==> src/hw/rtl/mntd_pkg.sv <==
// mntd_pkg: shared types, constants and tables for the MIDI note to tone divisor
// no dependencies; imported by every module of the block
package mntd_pkg;

  typedef enum logic [1:0] {
    ACT_NONE    = 2'd0,
    ACT_SILENCE = 2'd1,
    ACT_TONE    = 2'd2
  } mntd_action_t;

  // message types in the high nibble of the status byte
  localparam logic [3:0] MSG_NOTE_OFF = 4'h8;
  localparam logic [3:0] MSG_NOTE_ON  = 4'h9;
  localparam logic [3:0] MSG_SYSTEM   = 4'hF;

  localparam logic [6:0] A4_KEY      = 7'd69;
  localparam logic [6:0] LOWEST_KEY  = 7'd14;
  localparam logic [21:0] A4_FREQ    = 22'd440;
  // 440 Hz moved up by 16 bits, the starting point below A4
  localparam logic [24:0] A4_FREQ_UP = 25'd28835840;
  // timer input clock in u21f8
  localparam logic [28:0] TIMER_CLOCK = 29'd305454507;

  localparam int SEMITONES = 12;
  localparam logic [7:0] SEMITONE_FRAC [SEMITONES] = '{
    8'd0, 8'd15, 8'd31, 8'd48, 8'd67, 8'd86,
    8'd106, 8'd128, 8'd150, 8'd175, 8'd200, 8'd227
  };

  localparam int FIFO_DEPTH = 4;
  localparam int D1_STEPS   = 25;
  localparam int D2_STEPS   = 16;

  typedef struct packed {
    mntd_action_t action;
    logic         accepted;
  } mntd_tag_t;

  // one classified event on its way from the front to the dividers
  typedef struct packed {
    mntd_tag_t   tag;
    logic [24:0] dividend;
    logic [8:0]  divisor;
  } mntd_job_t;

endpackage

==> src/hw/rtl/midi_note_to_tone_divisor.sv <==
// midi_note_to_tone_divisor: top level, front classifier, event queue and divider pipeline
// depends on mntd_pkg, mntd_front, mntd_fifo, mntd_back
//
// Takes one MIDI event (status, key, velocity) per cycle unless in_full is high, and returns
// one result per event, in order: no change, silence, or start a tone with a 16-bit timer
// divisor. Only channel 0 is served; system messages are ignored, out-of-range data and
// note-on keys below 14 are refused. The note frequency is built from A4 = 440 Hz by octave
// shifts and a semitone table, then the timer input clock is divided by it. Throughput is
// one event per cycle while results are popped. An accepted event passes the front register,
// the queue, a 25-stage frequency divider and a 16-stage divisor divider (one quotient bit
// per stage) and the result register before it reaches the out_ ports. A result not popped
// holds the divider pipeline; the front keeps filling the four-entry queue meanwhile.
module midi_note_to_tone_divisor (
  input  logic        clk,
  input  logic        rst_n,
  input  logic        in_push,
  output logic        in_full,
  input  logic [7:0]  in_status_byte,
  input  logic [7:0]  in_note_key,
  input  logic [7:0]  in_note_velocity,
  output logic        out_empty,
  input  logic        out_pop,
  output logic [1:0]  out_tone_action,
  output logic [15:0] out_tone_divisor,
  output logic        out_event_accepted
);
  import mntd_pkg::*;

  logic      front_valid;
  mntd_job_t front_job;
  logic      q_full;
  logic      q_empty;
  logic      q_take;
  mntd_job_t q_job;

  mntd_front u_front (
    .clk              (clk),
    .rst_n            (rst_n),
    .in_push          (in_push),
    .in_full          (in_full),
    .in_status_byte   (in_status_byte),
    .in_note_key      (in_note_key),
    .in_note_velocity (in_note_velocity),
    .job_valid        (front_valid),
    .job              (front_job),
    .job_full         (q_full)
  );

  mntd_fifo u_fifo (
    .clk      (clk),
    .rst_n    (rst_n),
    .wr_valid (front_valid),
    .wr_data  (front_job),
    .full     (q_full),
    .rd_take  (q_take),
    .rd_data  (q_job),
    .empty    (q_empty)
  );

  mntd_back u_back (
    .clk                (clk),
    .rst_n              (rst_n),
    .job_empty          (q_empty),
    .job                (q_job),
    .job_take           (q_take),
    .out_empty          (out_empty),
    .out_pop            (out_pop),
    .out_tone_action    (out_tone_action),
    .out_tone_divisor   (out_tone_divisor),
    .out_event_accepted (out_event_accepted)
  );

endmodule

==> src/hw/rtl/mntd_front.sv <==
// mntd_front: accepts MIDI events, classifies them and prepares the frequency division
// depends on mntd_pkg
module mntd_front (
  input  logic                clk,
  input  logic                rst_n,
  input  logic                in_push,
  output logic                in_full,
  input  logic [7:0]          in_status_byte,
  input  logic [7:0]          in_note_key,
  input  logic [7:0]          in_note_velocity,
  output logic                job_valid,
  output mntd_pkg::mntd_job_t job,
  input  logic                job_full
);
  import mntd_pkg::*;

  logic         front_v_r;
  logic         front_v_nxt;
  mntd_job_t    job_r;
  mntd_job_t    job_nxt;
  logic         adv;
  logic         take;
  logic         is_sys;
  logic         ch0;
  logic         note_off;
  logic         note_on;
  logic [6:0]   key7;
  logic         above_a4;
  logic [6:0]   delta;
  logic [2:0]   octave;
  logic [6:0]   rem7;
  logic [3:0]   semi;
  logic [8:0]   mult;
  logic [21:0]  base_hi;
  logic [21:0]  freq_hi;
  mntd_tag_t    tag;

  assign adv  = !front_v_r || !job_full;
  assign take = in_push && adv;
  assign in_full = !adv;

  // classification
  assign is_sys   = in_status_byte[7:4] == MSG_SYSTEM;
  assign ch0      = is_sys || (in_status_byte[3:0] == 4'h0);
  assign note_off = !is_sys && (in_status_byte[7:4] == MSG_NOTE_OFF);
  assign note_on  = !is_sys && (in_status_byte[7:4] == MSG_NOTE_ON);

  always_comb begin
    tag.action   = ACT_NONE;
    tag.accepted = 1'b1;
    if (!ch0 || !(note_off || note_on)) begin
      tag.action   = ACT_NONE;
      tag.accepted = 1'b1;
    end else if (in_note_key[7] || in_note_velocity[7]) begin
      tag.action   = ACT_NONE;
      tag.accepted = 1'b0;
    end else if (note_off || (in_note_velocity == 8'd0)) begin
      tag.action   = ACT_SILENCE;
      tag.accepted = 1'b1;
    end else if (in_note_key[6:0] < LOWEST_KEY) begin
      tag.action   = ACT_NONE;
      tag.accepted = 1'b0;
    end else begin
      tag.action   = ACT_TONE;
      tag.accepted = 1'b1;
    end
  end

  // octave and semitone from the distance to A4
  assign key7     = in_note_key[6:0];
  assign above_a4 = key7 > A4_KEY;
  assign delta    = above_a4 ? (key7 - A4_KEY) : (A4_KEY - key7);
  assign octave   = 3'(delta >= 7'd12) + 3'(delta >= 7'd24) + 3'(delta >= 7'd36)
                  + 3'(delta >= 7'd48) + 3'(delta >= 7'd60);
  assign rem7     = delta - (7'(octave) * 7'd12);
  assign semi     = rem7[3:0];
  assign mult     = {1'b1, SEMITONE_FRAC[semi]};
  assign base_hi  = A4_FREQ << octave;
  assign freq_hi  = base_hi * 22'(mult);

  always_comb begin
    job_nxt     = job_r;
    front_v_nxt = front_v_r;
    if (adv) begin
      front_v_nxt = take;
      job_nxt.tag = tag;
      if (above_a4) begin
        job_nxt.dividend = 25'(freq_hi);
        job_nxt.divisor  = 9'd1;
      end else begin
        job_nxt.dividend = A4_FREQ_UP >> octave;
        job_nxt.divisor  = mult;
      end
    end
  end

  always_ff @(posedge clk) begin
    if (!rst_n) begin
      front_v_r <= 1'b0;
    end else begin
      front_v_r <= front_v_nxt;
    end
    job_r <= job_nxt;
  end

  assign job_valid = front_v_r;
  assign job       = job_r;

endmodule

==> src/hw/rtl/mntd_fifo.sv <==
// mntd_fifo: short queue of classified events between the front and the dividers
// depends on mntd_pkg
module mntd_fifo (
  input  logic                clk,
  input  logic                rst_n,
  input  logic                wr_valid,
  input  mntd_pkg::mntd_job_t wr_data,
  output logic                full,
  input  logic                rd_take,
  output mntd_pkg::mntd_job_t rd_data,
  output logic                empty
);
  import mntd_pkg::*;

  localparam int PTR_W = $clog2(FIFO_DEPTH);
  localparam int CNT_W = $clog2(FIFO_DEPTH + 1);

  mntd_job_t          mem_r [FIFO_DEPTH];
  logic [PTR_W-1:0]   wr_ptr_r;
  logic [PTR_W-1:0]   wr_ptr_nxt;
  logic [PTR_W-1:0]   rd_ptr_r;
  logic [PTR_W-1:0]   rd_ptr_nxt;
  logic [CNT_W-1:0]   count_r;
  logic [CNT_W-1:0]   count_nxt;
  logic               do_wr;
  logic               do_rd;

  assign full  = count_r == CNT_W'(FIFO_DEPTH);
  assign empty = count_r == '0;
  assign do_wr = wr_valid && !full;
  assign do_rd = rd_take && !empty;
  assign rd_data = mem_r[rd_ptr_r];

  always_comb begin
    wr_ptr_nxt = do_wr ? wr_ptr_r + PTR_W'(1) : wr_ptr_r;
    rd_ptr_nxt = do_rd ? rd_ptr_r + PTR_W'(1) : rd_ptr_r;
    count_nxt  = count_r;
    if (do_wr && !do_rd) begin
      count_nxt = count_r + CNT_W'(1);
    end else if (do_rd && !do_wr) begin
      count_nxt = count_r - CNT_W'(1);
    end
  end

  always_ff @(posedge clk) begin
    if (!rst_n) begin
      wr_ptr_r <= '0;
      rd_ptr_r <= '0;
      count_r  <= '0;
    end else begin
      wr_ptr_r <= wr_ptr_nxt;
      rd_ptr_r <= rd_ptr_nxt;
      count_r  <= count_nxt;
    end
    if (do_wr) begin
      mem_r[wr_ptr_r] <= wr_data;
    end
  end

endmodule

==> src/hw/rtl/mntd_back.sv <==
// mntd_back: pipelined dividers for frequency and timer divisor, plus result register
// depends on mntd_pkg
module mntd_back (
  input  logic                clk,
  input  logic                rst_n,
  input  logic                job_empty,
  input  mntd_pkg::mntd_job_t job,
  output logic                job_take,
  output logic                out_empty,
  input  logic                out_pop,
  output logic [1:0]          out_tone_action,
  output logic [15:0]         out_tone_divisor,
  output logic                out_event_accepted
);
  import mntd_pkg::*;

  typedef struct packed {
    logic [8:0]  rem;
    logic [24:0] qd;
  } mntd_d1_t;

  typedef struct packed {
    logic [21:0] rem;
    logic [15:0] qd;
  } mntd_d2_t;

  function automatic mntd_d1_t d1_step(mntd_d1_t s, logic [8:0] d);
    logic [9:0] t;
    mntd_d1_t   r;
    t    = {s.rem, s.qd[24]};
    r.qd = {s.qd[23:0], 1'b0};
    if (t >= {1'b0, d}) begin
      t       = t - {1'b0, d};
      r.qd[0] = 1'b1;
    end
    r.rem = t[8:0];
    return r;
  endfunction

  function automatic mntd_d2_t d2_step(mntd_d2_t s, logic [21:0] d);
    logic [22:0] t;
    mntd_d2_t    r;
    t    = {s.rem, s.qd[15]};
    r.qd = {s.qd[14:0], 1'b0};
    if (t >= {1'b0, d}) begin
      t       = t - {1'b0, d};
      r.qd[0] = 1'b1;
    end
    r.rem = t[21:0];
    return r;
  endfunction

  logic          adv;
  logic          d1_v_r   [D1_STEPS];
  mntd_d1_t      d1_r     [D1_STEPS];
  logic [8:0]    d1_d_r   [D1_STEPS];
  mntd_tag_t     d1_tag_r [D1_STEPS];
  logic          d2_v_r   [D2_STEPS];
  mntd_d2_t      d2_r     [D2_STEPS];
  logic [21:0]   d2_d_r   [D2_STEPS];
  mntd_tag_t     d2_tag_r [D2_STEPS];
  logic          out_v_r;
  mntd_tag_t     out_tag_r;
  logic [15:0]   out_div_r;

  // whole pipeline moves unless a result waits and is not taken
  assign adv      = !out_v_r || out_pop;
  assign job_take = adv && !job_empty;

  for (genvar k = 0; k < D1_STEPS; k++) begin : g_d1
    logic       cur_v;
    mntd_d1_t   cur;
    logic [8:0] cur_d;
    mntd_tag_t  cur_tag;
    if (k == 0) begin : g_src
      assign cur_v   = !job_empty;
      assign cur     = '{rem: 9'd0, qd: job.dividend};
      assign cur_d   = job.divisor;
      assign cur_tag = job.tag;
    end else begin : g_mid
      assign cur_v   = d1_v_r[k-1];
      assign cur     = d1_r[k-1];
      assign cur_d   = d1_d_r[k-1];
      assign cur_tag = d1_tag_r[k-1];
    end
    always_ff @(posedge clk) begin
      if (!rst_n) begin
        d1_v_r[k] <= 1'b0;
      end else if (adv) begin
        d1_v_r[k] <= cur_v;
      end
      if (adv) begin
        d1_r[k]     <= d1_step(cur, cur_d);
        d1_d_r[k]   <= cur_d;
        d1_tag_r[k] <= cur_tag;
      end
    end
  end

  for (genvar k = 0; k < D2_STEPS; k++) begin : g_d2
    logic        cur_v;
    mntd_d2_t    cur;
    logic [21:0] cur_d;
    mntd_tag_t   cur_tag;
    if (k == 0) begin : g_src
      assign cur_v   = d1_v_r[D1_STEPS-1];
      assign cur     = '{rem: 22'(TIMER_CLOCK[28:16]), qd: TIMER_CLOCK[15:0]};
      assign cur_d   = d1_r[D1_STEPS-1].qd[21:0];
      assign cur_tag = d1_tag_r[D1_STEPS-1];
    end else begin : g_mid
      assign cur_v   = d2_v_r[k-1];
      assign cur     = d2_r[k-1];
      assign cur_d   = d2_d_r[k-1];
      assign cur_tag = d2_tag_r[k-1];
    end
    always_ff @(posedge clk) begin
      if (!rst_n) begin
        d2_v_r[k] <= 1'b0;
      end else if (adv) begin
        d2_v_r[k] <= cur_v;
      end
      if (adv) begin
        d2_r[k]     <= d2_step(cur, cur_d);
        d2_d_r[k]   <= cur_d;
        d2_tag_r[k] <= cur_tag;
      end
    end
  end

  always_ff @(posedge clk) begin
    if (!rst_n) begin
      out_v_r <= 1'b0;
    end else if (adv) begin
      out_v_r <= d2_v_r[D2_STEPS-1];
    end
    if (adv) begin
      out_tag_r <= d2_tag_r[D2_STEPS-1];
      out_div_r <= (d2_tag_r[D2_STEPS-1].action == ACT_TONE) ?
                   d2_r[D2_STEPS-1].qd : 16'd0;
    end
  end

  assign out_empty          = !out_v_r;
  assign out_tone_action    = out_tag_r.action;
  assign out_tone_divisor   = out_div_r;
  assign out_event_accepted = out_tag_r.accepted;

endmodule
==> config.mk <==
export PLATFORM = sky130hd
export DESIGN_NAME = midi_note_to_tone_divisor
export DESIGN_NICKNAME = d
export VERILOG_FILES = /design/src/hw/rtl/mntd_pkg.sv /design/src/hw/rtl/midi_note_to_tone_divisor.sv /design/src/hw/rtl/mntd_front.sv /design/src/hw/rtl/mntd_fifo.sv /design/src/hw/rtl/mntd_back.sv
export SDC_FILE = /design/constraint.sdc
export NUM_CORES = 2
export LEC_CHECK = 0
export ABC_AREA = 1
export ABC_CLOCK_PERIOD_IN_PS = 46200
export BUFFER_PORTS_ARGS = -buffer_cell sky130_fd_sc_hd__buf_2
export CORE_MARGIN = 1
export CORE_UTILIZATION = 45
export DETAILED_ROUTE_END_ITERATION = 7
export SYNTH_ARGS = -nofsm -noshare
export SYNTH_HDL_FRONTEND = slang
export SYNTH_SLANG_ARGS = --single-unit
==> constraint.sdc <==
create_clock -name clk -period 46.2 [get_ports clk]
set_input_delay 2.31 -clock clk [delete_from_list [all_inputs] [get_ports clk]]
set_output_delay 2.31 -clock clk [all_outputs]
set_load 0.005 [all_outputs]
# After elaboration in Yosys (flattened, before gate mapping)

Memory sizes are Yosys's and may differ from the RTL's. A register that Yosys moved wholly into a read port is not among the register bits.
Index checks and enable logic that the tools add are counted.

Memory bits (writable): 2347
Output and inout bits: 21
Bits in latches: 0
Input port bits: 28
Memories kept: 10
Memory bits (read-only): 128
Flip-flop bits (word level): 48
Logic and storage cells: 431

Memory list:

| memory           | depth | width | rd ports | clocked after Yosys merged registers in | write ports | RTL line         | RTL |
|---|---|---|---|---|---|---|---|
| u_back.d1_r      | 25    | 34    | 25       | 0                                       | 25          | mntd_back.sv:55  | `mntd_d1_t d1_r [D1_STEPS];` |
| u_back.d2_r      | 16    | 38    | 16       | 1                                       | 16          | mntd_back.sv:59  | `mntd_d2_t d2_r [D2_STEPS];` |
| u_back.d2_d_r    | 16    | 22    | 15       | 0                                       | 16          | mntd_back.sv:60  | `logic [21:0] d2_d_r [D2_STEPS];` |
| u_back.d1_d_r    | 25    | 9     | 24       | 0                                       | 25          | mntd_back.sv:56  | `logic [8:0] d1_d_r [D1_STEPS];` |
| u_fifo.mem_r     | 4     | 37    | 1        | 1                                       | 1           | mntd_fifo.sv:18  | `mntd_job_t mem_r [FIFO_DEPTH];` |
| (name not given) | 16    | 8     | 1        | 0                                       | 0           | mntd_front.sv:77 | `assign mult = {1'b1, SEMITONE_FRAC[semi]};` |
| +4 memories      | n/a   | n/a   | n/a      | n/a                                     | n/a         | n/a              |  |

Magnitude comparators: 49
Mux-type cells: 223
Add/subtract/negate cells: 52
Multipliers: 2
Equality and inequality tests: 5
Shift-type cells: 2
Bitwise operators: 42
Reductions and logical operators: 33
Divide/modulo/power cells: 0

Operator list:

| cell                     | count |
|---|---|
| $mux W22                 | 32 |
| $mux W9                  | 50 |
| $ge A23 B22 Y1           | 15 |
| $sub A22 B22 Y22         | 15 |
| $ge A10 B9 Y1            | 24 |
| $sub A9 B9 Y9            | 24 |
| $mux W1                  | 131 |
| $or A1 B1 Y1             | 41 |
| $mux W31                 | 1 |
| $shr A25 B3 Y25 const A  | 1 |
| $ge A14 B22 Y1 const A   | 1 |
| $mul A22 B9 Y22          | 1 |
| $shl A9 B3 Y22 const A   | 1 |
| $sub A14 B22 Y22 const A | 1 |
| $ge A7 B6 Y1 const B     | 3 |
| $mux W8                  | 2 |
| $eq A4 B4 Y1 const B     | 3 |
| $logic_not A1 Y1         | 12 |
| $add A3 B1 Y3            | 3 |
| $ge A1 B9 Y1             | 1 |
| $mux W3                  | 3 |
| $sub A1 B9 Y9            | 1 |
| $logic_and A1 B1 Y1      | 8 |
| $logic_not A8 Y1         | 1 |
| 24 further kinds         | 33 |

# Longest topological paths before layout

Depth after elaboration: 15
Gate-level depth with buffers: 50
Depth with buffers taken out: 49

# Modules after synthesis

From an unflattened synthesis, not the netlist that was laid out.

Cell total of the unflattened synthesis: 10891
Area, all modules: 110332.1 um^2

By module, submodules not included:

| module     | cells an instance | instances | area an instance (um^2) |
|---|---|---|---|
| mntd_back  | 9780              | 1         | 98698.4 |
| mntd_fifo  | 428               | 1         | 5975.7 |
| mntd_front | 683               | 1         | 5657.9 |

# Worst setup path before layout

Ideal clock, no wire load.

Path type: input to register
Start: input out_pop
End: memory u_back.d1_v_r[10][0], in the netlist u_back.d1_v_r[0][10], data pin
Arrival time: 41.369 ns
Stages: 6
Path slack: 4.689 ns
Cells stage by stage: nor2_1 -> inv_1 -> nand2_1 -> clkbuf_1 -> clkbuf_1 -> nor2_1

RTL lines:

| element         | RTL line                        | RTL |
|---|---|---|
| start, declared | midi_note_to_tone_divisor.sv:22 | `input logic out_pop,` |
| end, declared   | mntd_back.sv:54                 | `logic d1_v_r [D1_STEPS];` |

# Final worst setup path

Start: input in_note_key[1]
End: register u_front.job_r, in the netlist u_front.job[28], data pin

Cells in the longest elaborated chain, start to end: 15
Elaborated cells between the ends (all ways): 23

Ends and longest elaborated chain:

| element                                       | RTL line                           | RTL |
|---|---|---|
| start, declared                               | midi_note_to_tone_divisor.sv:19    | `input logic [7:0] in_note_key,` |
| $sub A7 B7 Y7 or $gt A7 B7 Y1 (tied branches) | mntd_front.sv:72, mntd_front.sv:71 |  |
| $mux W7                                       | mntd_front.sv:72                   | `assign delta = above_a4 ? (key7 - A4_KEY) : (A4_KEY - key7);` |
| $ge A7 B4 Y1 or $ge A7 B5 Y1 (tied branches)  | mntd_front.sv:73                   | `assign octave = 3'(delta >= 7'd12) + 3'(delta >= 7'd24) + 3'(delta >= 7'd36)` |
| $add A1 B1 Y2                                 | mntd_front.sv:73                   |  |
| $add A3 B1 Y3                                 | mntd_front.sv:73                   |  |
| $add A3 B1 Y3 (2 in a row)                    | mntd_front.sv:74                   | `+ 3'(delta >= 7'd48) + 3'(delta >= 7'd60);` |
| $mul A3 B2 Y2                                 | mntd_front.sv:75                   | `assign rem7 = delta - (7'(octave) * 7'd12);` |
| $sub A4 B4 Y4                                 | mntd_front.sv:75                   |  |
| $not A4 Y5 (not written as such)              | mntd_front.sv:77                   |  |
| $mem_v2 Z16 W8                                | n/a                                |  |
| $mux W8 (not written as such) (2 in a row)    | mntd_front.sv:77                   |  |
| $mul A22 B9 Y22                               | mntd_front.sv:79                   | `assign freq_hi = base_hi * 22'(mult);` |
| $mux W31 *                                    | mntd_front.sv:87                   | `if (above_a4) begin` |
| end signal, assigned                          | mntd_front.sv:103                  | `job_r <= job_nxt;` |
| end, declared                                 | mntd_front.sv:19                   | `mntd_job_t job_r;` |

Mark *: on every way between the ends. The rest lies on a longest branch, timed or not. The select of a mux whose other input is x is not followed.
A chain may end at the register's enable or synchronous reset.

==> impl_metrics.yaml <==
outcome:
  status: "finished clean"
min_path:
  min_to: "u_back.d1_r[0][284]"
  min_from: "u_back.d1_r[0][249]"
  hp-class: "reg2reg"
  worstHoldPathCells: 0
drt:
  drt_iter0_drc: 4045
  wirelength_um: 201000
  vias: 60260
  drt_pass1_iterations: 6
  postRouteAntennaNets: 0
  vias_per_cell: 5.123
  drc: 0
  wl_per_cell_um: 17.08
timing:
  rsz0062_at_grt: "false"
  fin_crit_sh_pct: 26.24
  timing.final.hold_violations: 0
  timing.setup.tns_ns: 0
  relSlewSlack_pct: 17.76
  hold_slack_ns: 0.3782
  setup_viol: 0
  fin_crit_ns: 12.12
  skew_ns: 0.05705
  worstMarginPinSlew_ns: 1.234
  finalMaxSlewViolations: 0
  fmax_mhz: 82.49
die:
  die_w_um: 472.3
  die_h_um: 472.3
  initial_core_util_pct: 45.30
  dieArea_mm2: 0.2231
  core-area_mm2: 0.2197
  ios: 49
  row_count: 172
setup_path:
  cp_data_arrival_time_ns: 12.68
  r2r_end: "u_back.d2_r[14][29]"
  critPathMaxFanout: 32
  start_kind: "input pin"
  crit_path_end_kind: "flip-flop"
  critical_path_required_ns: 46.76
  path_class: "in2reg"
  reg2reg_depth: 9
  reg2reg_from: "u_back.out_v_r"
  regToRegSetupSlack_ns: 39.59
  slowest_delay_ns: 0.66
  critPathSlowestCell: "fa_1"
global_route:
  grt-ovfl-total: 0
  grt_use_total_pct: 18.02
  grt_max_degree: 175
  grt_pass1_vias: 59700
  grt_pass1_wl_um: 320100
  grt_antenna_before_repair: 4
logic_synthesis:
  synthArstFlopShare_pct: 0
  ys.warnings.count: 0
  synth_area_mm2: 0.09954
  ys.flop_type: "edfxtp_1"
  netlist_top_cells_area: "edfxtp_1 (62%), ha_1 (7.4%), nand2_1 (4.8%)"
  yosys_register_bits: 2076
  yosysTopAreaCell: "edfxtp_1"
  synth-edff-count: 2063
  synthCells: 8434
  yosysSeqAreaShare_pct: 62.50
  syn_nets: 9166
  ys_types: 84
  syn_avg_cell_area_um2: 11.80
  synth.top_cell.area_share_pct: 62.24
cts:
  clk_pin_slew_ns: 0.06
  cts_setup_buffers: 0
  clockBufferDepth: 3
  cts_root_buffer: "clkbuf_16"
  cts_sinks: 2076
  cts_tree: "done"
  cts_buffers: 216
  hold_buffers: 0
  clkLatencyLatePin_ns: 0.86
  htree_levels: 4
  cts_resized: 0
placed_design:
  place.gp.congestion: 0.8710
  io_buffers: 48
  hpwl_um: 144100
final_layout:
  area_growth_pct: 10.97
  nNetsFinal: 9354
  drive_above_1_share_pct: 7.213
  multi_input_area_mm2: 0.03217
  regArea_mm2: 0.06221
  fill_cells: 19220
run:
  cap_violations: 0
## flip-flops by register name (all words and copies together) (netlist names), named ones only
register / cells
u_back.out_tone_divisor: 16
u_back.out_v_r: 1
u_fifo.mem_r: 136
u_back.d2_d_r: 330
u_front.job_valid: 1
u_fifo.wr_ptr_r: 2
u_fifo.count_r: 3
u_back.out_event_accepted: 1
u_back.d2_v_r: 16
u_back.d2_r: 466
u_back.out_tone_action: 2
u_back.d1_v_r: 25
u_back.d2_tag_r: 48
u_fifo.rd_ptr_r: 2
u_back.d1_d_r: 216
u_back.d1_tag_r: 75
u_back.d1_r: 700
u_front.job: 34
## cells by family (layout without fill, tap and decap cells)
| family | count (synthesis) | count (layout) | share of synthesized area (%) |
|---|---|---|---|
| other | 0 | 1 | 0 |
| muxes | 2 | 2 | 0.02137 |
| xor gates and xnor gates | 387 | 387 | 3.413 |
| and+or+nand+nor | 2485 | 2485 | 10.47 |
| DFF | 2076 | 2076 | 62.50 |
| AOI/OAI and AO/OA | 1498 | 1498 | 8.673 |
| buffers and inverters | 1282 | 1652 | 5.199 |
| adders and majority gates | 704 | 704 | 9.724 |
## stage by stage
stage,utilization (%),worst slack [ns],instances,cell area (um2)
after floorplan,-,4.689,8434,99540
after global placement,46.89,33.30,11360,103000
after detailed placement,46.89,33.24,11360,103000
after CTS,50.27,34.13,11760,110500
after global routing,50.27,33.45,11760,110500
final,50.27,34.08,11760,110500
## layer usage
metal | global-route usage, % | vias up | wire [um]
met1 | 23.87 | 29130 | 91150
li1 | - | 29850 | -
met5 | 0 | - | 0
met3 | 2.835 | 320 | 7764
met4 | 5.604 | 0 | 5323
met2 | 30.30 | 970 | 96720
## synth_stat cells, types with 16 or more instances
| cell type | instances |
|---|---|
| a211oi_1 | 33 |
| a21o_1 | 47 |
| a21oi_1 | 648 |
| a31oi_1 | 48 |
| buf_2 | 44 |
| buf_6 | 31 |
| clkbuf_1 | 28 |
| edfxtp_1 | 2063 |
| fa_1 | 116 |
| ha_1 | 588 |
| inv_1 | 1134 |
| inv_2 | 27 |
| nand2_1 | 1284 |
| nand2_2 | 28 |
| nand3_1 | 215 |
| nand4_1 | 71 |
| nor2_1 | 682 |
| nor3_1 | 76 |
| nor4_1 | 45 |
| o211ai_1 | 48 |
| o21ai_0 | 364 |
| o21ai_1 | 119 |
| o21ai_2 | 35 |
| o21bai_1 | 18 |
| o22ai_1 | 26 |
| o31ai_1 | 16 |
| or2_2 | 32 |
| xnor2_1 | 218 |
| xor2_1 | 168 |
## worst max-delay path, delay by kind of cell
kind | cells | cell delay, ns
compound gates | 6 | 1.29
fa+ha+maj | 11 | 4.60
simple gates | 19 | 2.43
buf+inv | 11 | 1.67
xor+xnor | 2 | 0.35
## cells in the final DEF, fill, tap and decap left out, types with 119 or more instances in the layout
master | synthesis | final
a21oi_1 | 648 | 648
clkbuf_16 | 0 | 219
edfxtp_1 | 2063 | 2063
ha_1 | 588 | 588
inv_1 | 1134 | 1133
nand2_1 | 1284 | 1284
nand3_1 | 215 | 215
nor2_1 | 682 | 678
o21ai_0 | 364 | 363
o21ai_1 | 119 | 119
xnor2_1 | 218 | 218
xor2_1 | 168 | 168
## how the worst max path moves through the flow
stage                         startpoint                   end  slack [ns]  depth (start not counted)
after floorplan                  out_pop  u_back.d1_v_r[0][10]        4.69                          6
after global placement    in_note_key[1]       u_front.job[28]       33.30                         49
after detailed placement  in_note_key[1]       u_front.job[28]       33.24                         49
after CTS                 in_note_key[1]       u_front.job[28]       34.13                         49
after global routing      in_note_key[1]       u_front.job[28]       33.45                         49
final                     in_note_key[1]       u_front.job[28]       34.08                         49
## area by class of cell
| type | instances | area share, % |
|---|---|---|
| sequential | 2076 | 56.32 |
| multi-input combinational | 5076 | 29.12 |
| clock buffer | 251 | 5.088 |
| inverter | 1169 | 3.995 |
| tap | 2958 | 3.351 |
| clock inverter | 149 | 1.640 |
| timing repair buffer | 83 | 0.4780 |
| antenna | 1 | 0.002266 |
Power is left out: the tool's default activity adds up to more than one toggle a clock period on the data nets, which glitch-free logic cannot reach.
